## config.mk

```make
export PLATFORM = sky130hd
export DESIGN_NAME = midi_track_to_tone_segments
export DESIGN_NICKNAME = d
export VERILOG_FILES = /design/src/design/mttts_pkg.sv /design/src/design/mttts_mul.sv /design/src/design/mttts_div.sv /design/src/design/midi_track_to_tone_segments.sv
export SDC_FILE = /design/constraint.sdc
export NUM_CORES = 2
export LEC_CHECK = 0
export ABC_AREA = 1
export BUFFER_PORTS_ARGS = -buffer_cell sky130_fd_sc_hd__buf_2
export CORE_MARGIN = 5
export CORE_UTILIZATION = 41
export DETAILED_ROUTE_END_ITERATION = 10
export MAX_ROUTING_LAYER = met4
export PLACE_DENSITY_LB_ADDON = 0.2
export REMOVE_ABC_BUFFERS = 1
export SETUP_SLACK_MARGIN = 0.2
export SLEW_MARGIN = 20
export SYNTH_ARGS = -nofsm -noshare
export SYNTH_HDL_FRONTEND = slang
export SYNTH_SLANG_ARGS = --single-unit
```

## constraint.sdc

```tcl
create_clock -name i_clk -period 10.61 [get_ports i_clk]
set_input_delay 1.5915 -clock i_clk [delete_from_list [all_inputs] [get_ports i_clk]]
set_output_delay 1.5915 -clock i_clk [all_outputs]
set_load 0.01 [all_outputs]
```

## src/design/mttts_pkg.sv

```systemverilog
package mttts_pkg;

    localparam int NUM_CHANNELS     = 16;
    localparam int PRESS_COUNT_BITS = 8;
    localparam int CH_W             = 4;

    localparam int SR_W    = 18;
    localparam int TPQ_W   = 15;
    localparam int LEN_W   = 28;
    localparam int TEMPO_W = 24;
    localparam int SAMP_W  = 48;
    localparam int DUR_W   = 32;
    localparam int STEP_W  = 20;
    localparam int NOTE_W  = 7;
    localparam int FREQ_W  = 31;

    localparam int MUL_A_W = 46;
    localparam int MUL_B_W = 24;
    localparam int PROD_W  = MUL_A_W + MUL_B_W;
    localparam int DEN_W   = 35;

    localparam logic [19:0]        US_PER_S      = 20'd1000000;
    localparam logic [TEMPO_W-1:0] TEMPO_DEFAULT = 24'd500000;
    localparam logic [SR_W-1:0]    SR_DEFAULT    = 18'd44100;
    localparam logic [TPQ_W-1:0]   TPQ_DEFAULT   = 15'd96;
    localparam logic [7:0]         META_TEMPO    = 8'h51;
    localparam logic [7:0]         META_STATUS   = 8'hFF;

    localparam logic [0:0] CFG_SAMPLE_RATE = 1'b0;
    localparam logic [0:0] CFG_TICKS_PER_Q = 1'b1;

    typedef enum logic [3:0] {
        PH_DELTA, PH_STATUS, PH_ON_KEY, PH_SKIP, PH_SYSEX_LEN,
        PH_META_TYPE, PH_META_LEN, PH_TEMPO_LEN, PH_TEMPO_DATA
    } t_phase;

    typedef enum logic [2:0] {
        J_IDLE, J_MUL1, J_MUL2, J_DIV, J_OUT
    } t_job;

    function automatic logic [FREQ_W-1:0] freq_top(input logic [3:0] s);
        logic [FREQ_W-1:0] f;
        case (s)
            4'd0:    f = 31'd1097337155;
            4'd1:    f = 31'd1162588218;
            4'd2:    f = 31'd1231719311;
            4'd3:    f = 31'd1304961152;
            4'd4:    f = 31'd1382558180;
            4'd5:    f = 31'd1464769368;
            4'd6:    f = 31'd1551869087;
            4'd7:    f = 31'd1644148025;
            4'd8:    f = 31'd1741914154;
            4'd9:    f = 31'd1845493760;
            4'd10:   f = 31'd1955232530;
            4'd11:   f = 31'd2071496706;
            default: f = '0;
        endcase
        return f;
    endfunction

    // Octave and semitone found by comparison against multiples of twelve.
    function automatic logic [FREQ_W-1:0] note_freq(input logic [NOTE_W-1:0] n);
        logic [3:0]        oct;
        logic [NOTE_W-1:0] semi;
        oct = '0;
        for (int o = 1; o <= 10; o++) begin
            if (n >= NOTE_W'(12 * o)) begin
                oct = 4'(o);
            end
        end
        semi = n - NOTE_W'(oct * 4'd12);
        return freq_top(semi[3:0]) >> (4'd10 - oct);
    endfunction

endpackage

```

## src/design/mttts_mul.sv

```systemverilog
module mttts_mul (
    input  logic                          i_clk,
    input  logic                          i_rst_n,
    input  logic                          i_start,
    input  logic [mttts_pkg::MUL_A_W-1:0] i_a,
    input  logic [mttts_pkg::MUL_B_W-1:0] i_b,
    output logic                          o_done,
    output logic [mttts_pkg::PROD_W-1:0]  o_p
);
    import mttts_pkg::*;

    logic [PROD_W-1:0]  r_acc;
    logic [PROD_W-1:0]  r_mcand;
    logic [MUL_B_W-1:0] r_mplier;
    logic [4:0]         r_cnt;
    logic               r_busy;
    logic               r_done;

    always_ff @(posedge i_clk) begin
        if (!i_rst_n) begin
            r_busy <= 1'b0;
            r_done <= 1'b0;
            r_cnt  <= '0;
        end else begin
            r_done <= 1'b0;
            if (i_start) begin
                r_busy <= 1'b1;
                r_cnt  <= '0;
            end else if (r_busy) begin
                r_cnt <= r_cnt + 5'd1;
                if (r_cnt == 5'(MUL_B_W - 1)) begin
                    r_busy <= 1'b0;
                    r_done <= 1'b1;
                end
            end
        end
    end

    // One multiplier bit per cycle: add the shifted multiplicand when it is set.
    always_ff @(posedge i_clk) begin
        if (i_start) begin
            r_acc    <= '0;
            r_mcand  <= PROD_W'(i_a);
            r_mplier <= i_b;
        end else if (r_busy) begin
            if (r_mplier[0]) begin
                r_acc <= r_acc + r_mcand;
            end
            r_mcand  <= {r_mcand[PROD_W-2:0], 1'b0};
            r_mplier <= {1'b0, r_mplier[MUL_B_W-1:1]};
        end
    end

    assign o_done = r_done;
    assign o_p    = r_acc;

endmodule

```

## src/design/mttts_div.sv

```systemverilog
module mttts_div (
    input  logic                         i_clk,
    input  logic                         i_rst_n,
    input  logic                         i_start,
    input  logic [mttts_pkg::PROD_W-1:0] i_num,
    input  logic [mttts_pkg::DEN_W-1:0]  i_den,
    output logic                         o_done,
    output logic [mttts_pkg::PROD_W-1:0] o_quo
);
    import mttts_pkg::*;

    logic [DEN_W-1:0]  r_rem;
    logic [PROD_W-1:0] r_quo;
    logic [DEN_W-1:0]  r_den;
    logic [6:0]        r_cnt;
    logic              r_busy;
    logic              r_done;
    logic [DEN_W:0]    trial;
    logic [DEN_W:0]    diff;
    logic              fits;

    assign trial = {r_rem, r_quo[PROD_W-1]};
    assign diff  = trial - {1'b0, r_den};
    assign fits  = trial >= {1'b0, r_den};

    always_ff @(posedge i_clk) begin
        if (!i_rst_n) begin
            r_busy <= 1'b0;
            r_done <= 1'b0;
            r_cnt  <= '0;
        end else begin
            r_done <= 1'b0;
            if (i_start) begin
                r_busy <= 1'b1;
                r_cnt  <= '0;
            end else if (r_busy) begin
                r_cnt <= r_cnt + 7'd1;
                if (r_cnt == 7'(PROD_W - 1)) begin
                    r_busy <= 1'b0;
                    r_done <= 1'b1;
                end
            end
        end
    end

    // Restoring division, one quotient bit per cycle; the dividend shifts out
    // of the quotient register as the quotient bits shift in.
    always_ff @(posedge i_clk) begin
        if (i_start) begin
            r_rem <= '0;
            r_quo <= i_num;
            r_den <= i_den;
        end else if (r_busy) begin
            r_rem <= fits ? diff[DEN_W-1:0] : trial[DEN_W-1:0];
            r_quo <= {r_quo[PROD_W-2:0], fits};
        end
    end

    assign o_done = r_done;
    assign o_quo  = r_quo;

endmodule

```

## src/design/midi_track_to_tone_segments.sv

```systemverilog
// An event byte that closes a segment is answered after two bit-serial multiplies and a
// bit-serial division of the duration with the phase step divided alongside, then the hand-over.
// Other bytes are taken whenever no segment job runs; a segment byte holds the input off
// until the finished segment is loaded for output, longer while an untaken segment waits.
// Reset is synchronous and active low; it restores the default sample rate, ticks
// per quarter and tempo and clears all parser and channel state.
module midi_track_to_tone_segments (
    input  logic                                 i_clk,
    input  logic                                 i_rst_n,
    input  logic                                 i_in_valid,
    output logic                                 o_in_ready,
    input  logic [7:0]                           i_data_byte,
    input  logic                                 i_end_of_track,
    output logic                                 o_out_valid,
    input  logic                                 i_out_ready,
    output logic [mttts_pkg::SAMP_W-1:0]         o_start_sample,
    output logic [mttts_pkg::DUR_W-1:0]          o_duration_samples,
    output logic                                 o_tone_on,
    output logic [mttts_pkg::NOTE_W-1:0]         o_note_number,
    output logic [mttts_pkg::STEP_W-1:0]         o_phase_step,
    input  logic                                 i_cfg_valid,
    output logic                                 o_cfg_ready,
    input  logic [0:0]                           i_cfg_index,
    input  logic [mttts_pkg::SR_W-1:0]           i_cfg_data
);
    import mttts_pkg::*;

    localparam logic [PRESS_COUNT_BITS-1:0] PRESS_CAP = '1;

    logic [SR_W-1:0]    r_sr;
    logic [TPQ_W-1:0]   r_tpq;
    logic [DEN_W-1:0]   r_tpq_den;

    t_phase             r_phase, n_phase;
    logic [LEN_W-1:0]   r_acc, n_acc;
    logic [LEN_W-1:0]   r_skip, n_skip;
    logic [1:0]         r_tcap, n_tcap;
    logic [TEMPO_W-1:0] r_tempo, n_tempo;
    logic [LEN_W-1:0]   r_pend, n_pend;
    logic               r_seen, n_seen;
    logic [PRESS_COUNT_BITS-1:0] r_presses [NUM_CHANNELS];
    logic [PRESS_COUNT_BITS-1:0] n_presses [NUM_CHANNELS];
    logic [NOTE_W-1:0]  r_note [NUM_CHANNELS];
    logic [NOTE_W-1:0]  n_note [NUM_CHANNELS];
    logic [SAMP_W-1:0]  r_samples;

    t_job               r_jst, n_jst;
    logic [SAMP_W-1:0]  r_j_start;
    logic               r_j_on;
    logic [NOTE_W-1:0]  r_j_note;
    logic [TEMPO_W-1:0] r_j_tempo;
    logic               r_j_clr;
    logic               r_out_valid;
    logic [SAMP_W-1:0]  r_o_start;
    logic [DUR_W-1:0]   r_o_dur;
    logic               r_o_on;
    logic [NOTE_W-1:0]  r_o_note;
    logic [STEP_W-1:0]  r_o_step;

    logic               in_fire;
    logic               emit;
    logic [LEN_W-1:0]   vl;
    logic [3:0]         kind;
    logic [CH_W-1:0]    ch;
    logic [CH_W-1:0]    key_ch;
    logic               sel_on;
    logic [NOTE_W-1:0]  sel_note;

    logic               mul_start;
    logic [MUL_A_W-1:0] mul_a;
    logic [MUL_B_W-1:0] mul_b;
    logic               mul_done;
    logic [PROD_W-1:0]  mul_p;
    logic               dd_start;
    logic               dd_done;
    logic [PROD_W-1:0]  dd_quo;
    logic               pd_done;
    logic [PROD_W-1:0]  pd_quo;
    logic               load_out;
    logic [DUR_W-1:0]   dur;
    logic [STEP_W-1:0]  step;

    assign in_fire     = i_in_valid && o_in_ready;
    assign o_in_ready  = (r_jst == J_IDLE);
    assign o_cfg_ready = 1'b1;

    always_ff @(posedge i_clk) begin
        if (!i_rst_n) begin
            r_sr  <= SR_DEFAULT;
            r_tpq <= TPQ_DEFAULT;
        end else if (i_cfg_valid) begin
            unique case (i_cfg_index)
                CFG_SAMPLE_RATE: r_sr  <= i_cfg_data;
                CFG_TICKS_PER_Q: r_tpq <= i_cfg_data[TPQ_W-1:0];
                default:         r_sr  <= r_sr;
            endcase
        end
    end

    // Divisor of the duration: microseconds per second times ticks per quarter.
    always_ff @(posedge i_clk) begin
        r_tpq_den <= DEN_W'(US_PER_S * ((r_tpq == '0) ? TPQ_W'(1) : r_tpq));
    end

    // The lowest channel holding presses supplies the note.
    always_comb begin
        sel_on   = 1'b0;
        sel_note = '0;
        for (int c = NUM_CHANNELS - 1; c >= 0; c--) begin
            if (r_presses[c] != '0) begin
                sel_on   = 1'b1;
                sel_note = r_note[c];
            end
        end
    end

    assign vl     = {r_acc[LEN_W-8:0], i_data_byte[6:0]};
    assign kind   = i_data_byte[7:4];
    assign ch     = i_data_byte[CH_W-1:0];
    assign key_ch = r_acc[CH_W-1:0];

    always_comb begin
        n_phase   = r_phase;
        n_acc     = r_acc;
        n_skip    = r_skip;
        n_tcap    = r_tcap;
        n_tempo   = r_tempo;
        n_pend    = r_pend;
        n_seen    = r_seen;
        n_presses = r_presses;
        n_note    = r_note;
        emit      = 1'b0;
        if (in_fire) begin
            unique case (r_phase)
                PH_DELTA: begin
                    n_acc = vl;
                    if (!i_data_byte[7]) begin
                        n_pend  = vl;
                        n_acc   = '0;
                        n_phase = PH_STATUS;
                    end
                end
                PH_STATUS: begin
                    emit   = r_seen;
                    n_seen = 1'b1;
                    case (kind) inside
                        4'h8: begin
                            if (r_presses[ch] != '0) begin
                                n_presses[ch] = r_presses[ch] - PRESS_COUNT_BITS'(1);
                                if (r_presses[ch] == PRESS_COUNT_BITS'(1)) begin
                                    n_note[ch] = '0;
                                end
                            end
                            n_skip  = LEN_W'(2);
                            n_phase = PH_SKIP;
                        end
                        4'h9: begin
                            n_acc   = LEN_W'(ch);
                            n_phase = PH_ON_KEY;
                        end
                        4'hA, 4'hB, 4'hE: begin
                            n_skip  = LEN_W'(2);
                            n_phase = PH_SKIP;
                        end
                        4'hF: begin
                            n_acc   = '0;
                            n_phase = (i_data_byte == META_STATUS) ? PH_META_TYPE
                                                                   : PH_SYSEX_LEN;
                        end
                        default: begin
                            n_skip  = LEN_W'(1);
                            n_phase = PH_SKIP;
                        end
                    endcase
                end
                PH_ON_KEY: begin
                    n_acc = '0;
                    if (r_presses[key_ch] != PRESS_CAP) begin
                        n_presses[key_ch] = r_presses[key_ch] + PRESS_COUNT_BITS'(1);
                    end
                    if (i_data_byte[6:0] > r_note[key_ch]) begin
                        n_note[key_ch] = i_data_byte[6:0];
                    end
                    n_skip  = LEN_W'(1);
                    n_phase = PH_SKIP;
                end
                PH_SKIP: begin
                    n_skip = r_skip - LEN_W'(1);
                    if (n_skip == '0) begin
                        n_phase = PH_DELTA;
                    end
                end
                PH_SYSEX_LEN, PH_META_LEN: begin
                    n_acc = vl;
                    if (!i_data_byte[7]) begin
                        n_acc   = '0;
                        n_skip  = vl;
                        n_phase = (vl != '0) ? PH_SKIP : PH_DELTA;
                    end
                end
                PH_META_TYPE: begin
                    n_acc   = '0;
                    n_phase = (i_data_byte == META_TEMPO) ? PH_TEMPO_LEN : PH_META_LEN;
                end
                PH_TEMPO_LEN: begin
                    n_acc = vl;
                    if (!i_data_byte[7]) begin
                        n_acc  = '0;
                        n_skip = vl;
                        if (vl >= LEN_W'(3)) begin
                            n_tcap  = '0;
                            n_phase = PH_TEMPO_DATA;
                        end else begin
                            n_phase = (vl != '0) ? PH_SKIP : PH_DELTA;
                        end
                    end
                end
                PH_TEMPO_DATA: begin
                    n_acc  = {r_acc[LEN_W-9:0], i_data_byte};
                    n_tcap = r_tcap + 2'd1;
                    n_skip = r_skip - LEN_W'(1);
                    if (r_tcap == 2'd2) begin
                        n_tempo = n_acc[TEMPO_W-1:0];
                        n_acc   = '0;
                        n_tcap  = '0;
                        n_phase = (n_skip != '0) ? PH_SKIP : PH_DELTA;
                    end
                end
                default: n_phase = PH_DELTA;
            endcase
            if (i_end_of_track) begin
                n_phase = PH_DELTA;
                n_acc   = '0;
                n_skip  = '0;
                n_tcap  = '0;
                n_tempo = TEMPO_DEFAULT;
                n_pend  = '0;
                n_seen  = 1'b0;
                for (int c = 0; c < NUM_CHANNELS; c++) begin
                    n_presses[c] = '0;
                    n_note[c]    = '0;
                end
            end
        end
    end

    always_ff @(posedge i_clk) begin
        if (!i_rst_n) begin
            r_phase <= PH_DELTA;
            r_acc   <= '0;
            r_skip  <= '0;
            r_tcap  <= '0;
            r_tempo <= TEMPO_DEFAULT;
            r_pend  <= '0;
            r_seen  <= 1'b0;
            for (int c = 0; c < NUM_CHANNELS; c++) begin
                r_presses[c] <= '0;
                r_note[c]    <= '0;
            end
        end else begin
            r_phase   <= n_phase;
            r_acc     <= n_acc;
            r_skip    <= n_skip;
            r_tcap    <= n_tcap;
            r_tempo   <= n_tempo;
            r_pend    <= n_pend;
            r_seen    <= n_seen;
            r_presses <= n_presses;
            r_note    <= n_note;
        end
    end

    // Segment job: delta times sample rate, times tempo, then divided by the
    // tick divisor, while the phase step divides alongside.
    always_comb begin
        n_jst     = r_jst;
        mul_start = 1'b0;
        mul_a     = MUL_A_W'(r_pend);
        mul_b     = MUL_B_W'(r_sr);
        dd_start  = 1'b0;
        load_out  = 1'b0;
        unique case (r_jst)
            J_IDLE: begin
                if (emit) begin
                    mul_start = 1'b1;
                    n_jst     = J_MUL1;
                end
            end
            J_MUL1: begin
                mul_a = mul_p[MUL_A_W-1:0];
                mul_b = r_j_tempo;
                if (mul_done) begin
                    mul_start = 1'b1;
                    n_jst     = J_MUL2;
                end
            end
            J_MUL2: begin
                if (mul_done) begin
                    dd_start = 1'b1;
                    n_jst    = J_DIV;
                end
            end
            J_DIV: begin
                if (dd_done && pd_done) begin
                    n_jst = J_OUT;
                end
            end
            J_OUT: begin
                if (!r_out_valid || i_out_ready) begin
                    load_out = 1'b1;
                    n_jst    = J_IDLE;
                end
            end
            default: n_jst = J_IDLE;
        endcase
    end

    mttts_mul u_mul (
        .i_clk   (i_clk),
        .i_rst_n (i_rst_n),
        .i_start (mul_start),
        .i_a     (mul_a),
        .i_b     (mul_b),
        .o_done  (mul_done),
        .o_p     (mul_p)
    );

    mttts_div u_dur_div (
        .i_clk   (i_clk),
        .i_rst_n (i_rst_n),
        .i_start (dd_start),
        .i_num   (mul_p),
        .i_den   (r_tpq_den),
        .o_done  (dd_done),
        .o_quo   (dd_quo)
    );

    mttts_div u_step_div (
        .i_clk   (i_clk),
        .i_rst_n (i_rst_n),
        .i_start (dd_start),
        .i_num   (PROD_W'(note_freq(r_j_note))),
        .i_den   (DEN_W'(r_sr)),
        .o_done  (pd_done),
        .o_quo   (pd_quo)
    );

    assign dur = (dd_quo[PROD_W-1:DUR_W] != '0) ? '1 : dd_quo[DUR_W-1:0];

    always_comb begin
        step = '0;
        if (r_j_on && r_sr != '0) begin
            step = (pd_quo[PROD_W-1:STEP_W] != '0) ? '1 : pd_quo[STEP_W-1:0];
        end
    end

    always_ff @(posedge i_clk) begin
        if (!i_rst_n) begin
            r_jst       <= J_IDLE;
            r_out_valid <= 1'b0;
            r_samples   <= '0;
        end else begin
            r_jst <= n_jst;
            if (load_out) begin
                r_out_valid <= 1'b1;
            end else if (i_out_ready) begin
                r_out_valid <= 1'b0;
            end
            if (in_fire && i_end_of_track) begin
                r_samples <= '0;
            end else if (load_out && !r_j_clr) begin
                r_samples <= r_samples + SAMP_W'(dur);
            end
        end
    end

    always_ff @(posedge i_clk) begin
        if (emit) begin
            r_j_start <= r_samples;
            r_j_on    <= sel_on;
            r_j_note  <= sel_note;
            r_j_tempo <= r_tempo;
            r_j_clr   <= i_end_of_track;
        end
        if (load_out) begin
            r_o_start <= r_j_start;
            r_o_dur   <= dur;
            r_o_on    <= r_j_on;
            r_o_note  <= r_j_note;
            r_o_step  <= step;
        end
    end

    assign o_out_valid        = r_out_valid;
    assign o_start_sample     = r_o_start;
    assign o_duration_samples = r_o_dur;
    assign o_tone_on          = r_o_on;
    assign o_note_number      = r_o_note;
    assign o_phase_step       = r_o_step;

endmodule

```

==> flow_summary_export.csv <==
group,metric,value,unit
outcome,status,"finished clean",
synth,yosys-top-cells-area,"dfxtp_1, edfxtp_1, nand2_1, inv_1, a21oi_1",
clock_tree,cts-root-buf,"clkbuf_16",
setup_path,cp_data_arrival_time,7.32,ns
timing,worst_clock_skew,0.0558,ns
synth,yosysTopAreaCellShare,0.215,
route,dr_wl_met3,15600,µm
timing,setup-tns-final,0,ns
floorplan,io-pin-count,144,
place,dp_slack,3.93,ns
route,drt_wl_total,223000,µm
synth,syn_avg_cell_area,7.41,µm²
timing,fin_ws,3.97,ns
route,vias,60200,
synth,ys_types,70,
synth,yosys_most_used_dff,"dfxtp_1",
place,io_buffers,142,
synth,yosysWarnings,0,
clock_tree,post_cts.repair.setup_buffers,0,
global_routing,grt_pass1_wl,338000,µm
clock_tree,tritoncts,"built",
layout,area_growth,10.4,%
route,wl_met2,101000,µm
clock_tree,cts_buffers,121,
power_and_ir_drop,p_leak,0.0301,µW
timing,rsz0062_at_grt,"false",
route,top_layer_used,"met4",
place,dpl.hpwl,163000,µm
timing,period_share,0.626,
clock_tree,htree_levels,3,
place,placed_cell_area,66400,µm²
layout,drive_above_1_share,0.0633,
global_routing,grt_max_degree,126,
floorplan,die_x,406,µm
timing,whs,0.388,ns
layout,postLayoutCellArea,70800,µm²
clock_tree,clock_latency,0.78,ns
setup_path,start_kind,"flop",
route,wl_met1,97300,µm
floorplan,die_y,406,µm
route,wire_per_inst,20.7,µm
layout,regArea,26000,µm²
clock_tree,clkTransAtPathRegs,0.06,ns
setup_path,crit_fanout,8,
setup_path,worstSetupPathType,"reg2reg",
timing,tightestPinTransition,1.24,ns
global_routing,grt_pass1_vias,56800,
route,via_per_inst,5.58,
power_and_ir_drop,vdd_ir_drop_max,0.146,mV
synth,synth_seq_cells,1097,
floorplan,core-area,156000,µm²
synth,synth_seq_area_share,0.406,
route,drc,0,
min_path,hp-class,"reg2reg",
job,cap_violations,0,
timing,hold_viol,0,
synth,synth_edf_count,407,
clock_tree,ctsHoldBuffers,0,
timing,report.final.setup_viol,0,
layout,final_nets,8965,
synth,async_flop_share,0,
route,first_pass_iters,6,
clock_tree,cts.sinks,1097,
clock_tree,cts_buffer_depth,3,
floorplan,die_area,164000,µm²
setup_path,end_kind,"flop",
setup_path,regToRegSetupSlack,3.97,ns
timing,slew_headroom,0.169,
floorplan,placementRows,145,
layout,fillers,15800,
global_routing,antenna_found_initial,12,
route,drt_iter0_markers,5882,
power_and_ir_drop,pwr_density_cell,199,nW/µm²
setup_path,required,11.29,ns
route,ant_nets,0,
synth,netlist_instances,8653,
synth,yosys.area.top_type,"dfxtp_1",
timing,slew_violations,0,
layout,finalCoreUtilization,0.455,
layout,multi_input_area,32400,µm²
timing,clock.fmax,0.151,GHz
place,gp_congestion,1.01,
global_routing,grt_usage,0.270,
synth,syn_area,64100,µm²
floorplan,start_util,0.412,
timing,finalCriticalPeriod,6.64,ns
clock_tree,cts_resized,0,
global_routing,gr-total-overflow,0,
[metal layers]
layer  GRT usage  vias up
met5           -        -
met4       0.108        0
met3      0.0375      528
met2       0.423     2303
met1       0.353    28400
li1            -    29000
[through the flow]
stage          total power (µW)  cells
3_5_place_dp               9540  10500
6_report                  14100  10800
5_1_grt                   14900  10800
2_1_floorplan              8050   8264
3_3_place_gp               9530  10500
4_1_cts                   14100  10800
[state kept, by name (all words and copies together) (netlist names), 28 cells and up]
| register | flops |
|---|---|
| r_presses | 128 |
| r_note | 112 |
| u_dur_div.o_quo | 70 |
| u_mul.o_p | 70 |
| u_mul.r_mcand | 70 |
| u_step_div.o_quo | 70 |
| o_start_sample | 48 |
| r_j_start | 48 |
| r_samples | 48 |
| u_dur_div.r_rem | 35 |
| u_step_div.r_rem | 35 |
| o_duration_samples | 32 |
| r_tpq_den | 29 |
| u_dur_div.r_den | 29 |
| r_pend | 28 |
| r_skip | 28 |
[worst max-delay path, stage by stage, from the launching register on]
cell and delay [ns]:
dfxtp_1 0.53, inv_1 0.21, nand2_1 0.10, nor3_1 0.04, nand2_1 0.12, inv_1 0.15
nor2_1 0.51, inv_1 0.15, fa_1 0.56, inv_1 0.05, fa_1 0.50, fa_1 0.56
inv_1 0.06, fa_1 0.49, inv_1 0.04, ha_1 0.29, ha_1 0.31, ha_1 0.37
nand2_1 0.11, nor4_1 0.27, a21oi_1 0.16, nor3_1 0.16, nor2_1 0.10, o21ai_0 0.36
nand2_1 0.10, nand3_1 0.10, xor2_1 0.16
[logic make-up (layout without fill, tap and decap cells)]
logic type      Yosys count  after routing  synth area share
fa+ha+maj               327            327            0.0699
other cells               1             11         0.0000585
buf+inv                1489           1550            0.0913
xor+xnor                167            167            0.0229
flops                  1097           1097             0.406
mux                       1              1          0.000156
simple gates           3589           3589             0.236
compound gates         1982           1982             0.174
[cell usage after synthesis, drive strengths merged, types with 6 or more instances]
library cell and count:
o21ai 668, o21a 15, dfxtp 690, xnor2 66, a211oi 34, inv 1090
buf 117, nor3 70, clkbuf 272, o221ai 18, nand2 1713, or2 21
nor2 922, clkinv 10, o22ai 135, edfxtp 407, a2111oi 6, nand4 73
nand3 703, a31oi 42, a21o 34, o21bai 17, a21oi 761, o211ai 42
fa 52, a221oi 7, a21boi 13, ha 275, nand3b 12, a22oi 167
xor2 101, nor4 65
[cells in the final DEF, fill, tap and decap left out, types with 18 or more instances in the layout]
| cell | Yosys | routed |
|---|---|---|
| a211oi_1 | 34 | 34 |
| a21o_1 | 34 | 34 |
| a21oi_1 | 761 | 761 |
| a22oi_1 | 167 | 167 |
| a31oi_1 | 42 | 42 |
| buf_2 | 49 | 141 |
| buf_4 | 24 | 74 |
| clkbuf_16 | 0 | 123 |
| clkinv_2 | 0 | 30 |
| dfxtp_1 | 690 | 690 |
| edfxtp_1 | 407 | 407 |
| fa_1 | 52 | 52 |
| ha_1 | 275 | 275 |
| inv_1 | 1070 | 1068 |
| nand2_1 | 1692 | 1686 |
| nand2_2 | 20 | 24 |
| nand3_1 | 701 | 697 |
| nand4_1 | 70 | 70 |
| nor2_1 | 905 | 894 |
| nor3_1 | 69 | 67 |
| nor4_1 | 65 | 65 |
| o211ai_1 | 42 | 42 |
| o21ai_0 | 635 | 635 |
| o21ai_1 | 29 | 28 |
| o221ai_1 | 18 | 18 |
| o22ai_1 | 134 | 134 |
| or2_2 | 20 | 20 |
| xnor2_1 | 65 | 64 |
| xor2_1 | 101 | 100 |
[power by group]
| group | total (µW) | internal (µW) | switching, µW |
|---|---|---|---|
| clock | 4540 | 2640 | 1900 |
| combinational | 4520 | 1390 | 3140 |
| sequential | 5040 | 4770 | 270 |
[path summary, 6_finish.rpt]
path	from	to	depth (start not counted)
max reg2reg	r_tpq[9]	r_tpq_den[34]	26
min reg2reg	r_tpq_den[6]	u_dur_div.r_den[6]	0
max	r_tpq[9]	r_tpq_den[34]	26
min	r_tpq_den[6]	u_dur_div.r_den[6]	0
[layout make-up]
type	instances	share of cell area
multi-input cells	6067	0.458
inverters	1100	0.0585
clock buffers	148	0.0463
flip-flops and latches	1097	0.368
diodes	10	0.000353
clock inverters	84	0.0149
repair buffers	218	0.0185
well taps	2058	0.0364
Note: power is estimated with default switching activity, not from simulation.
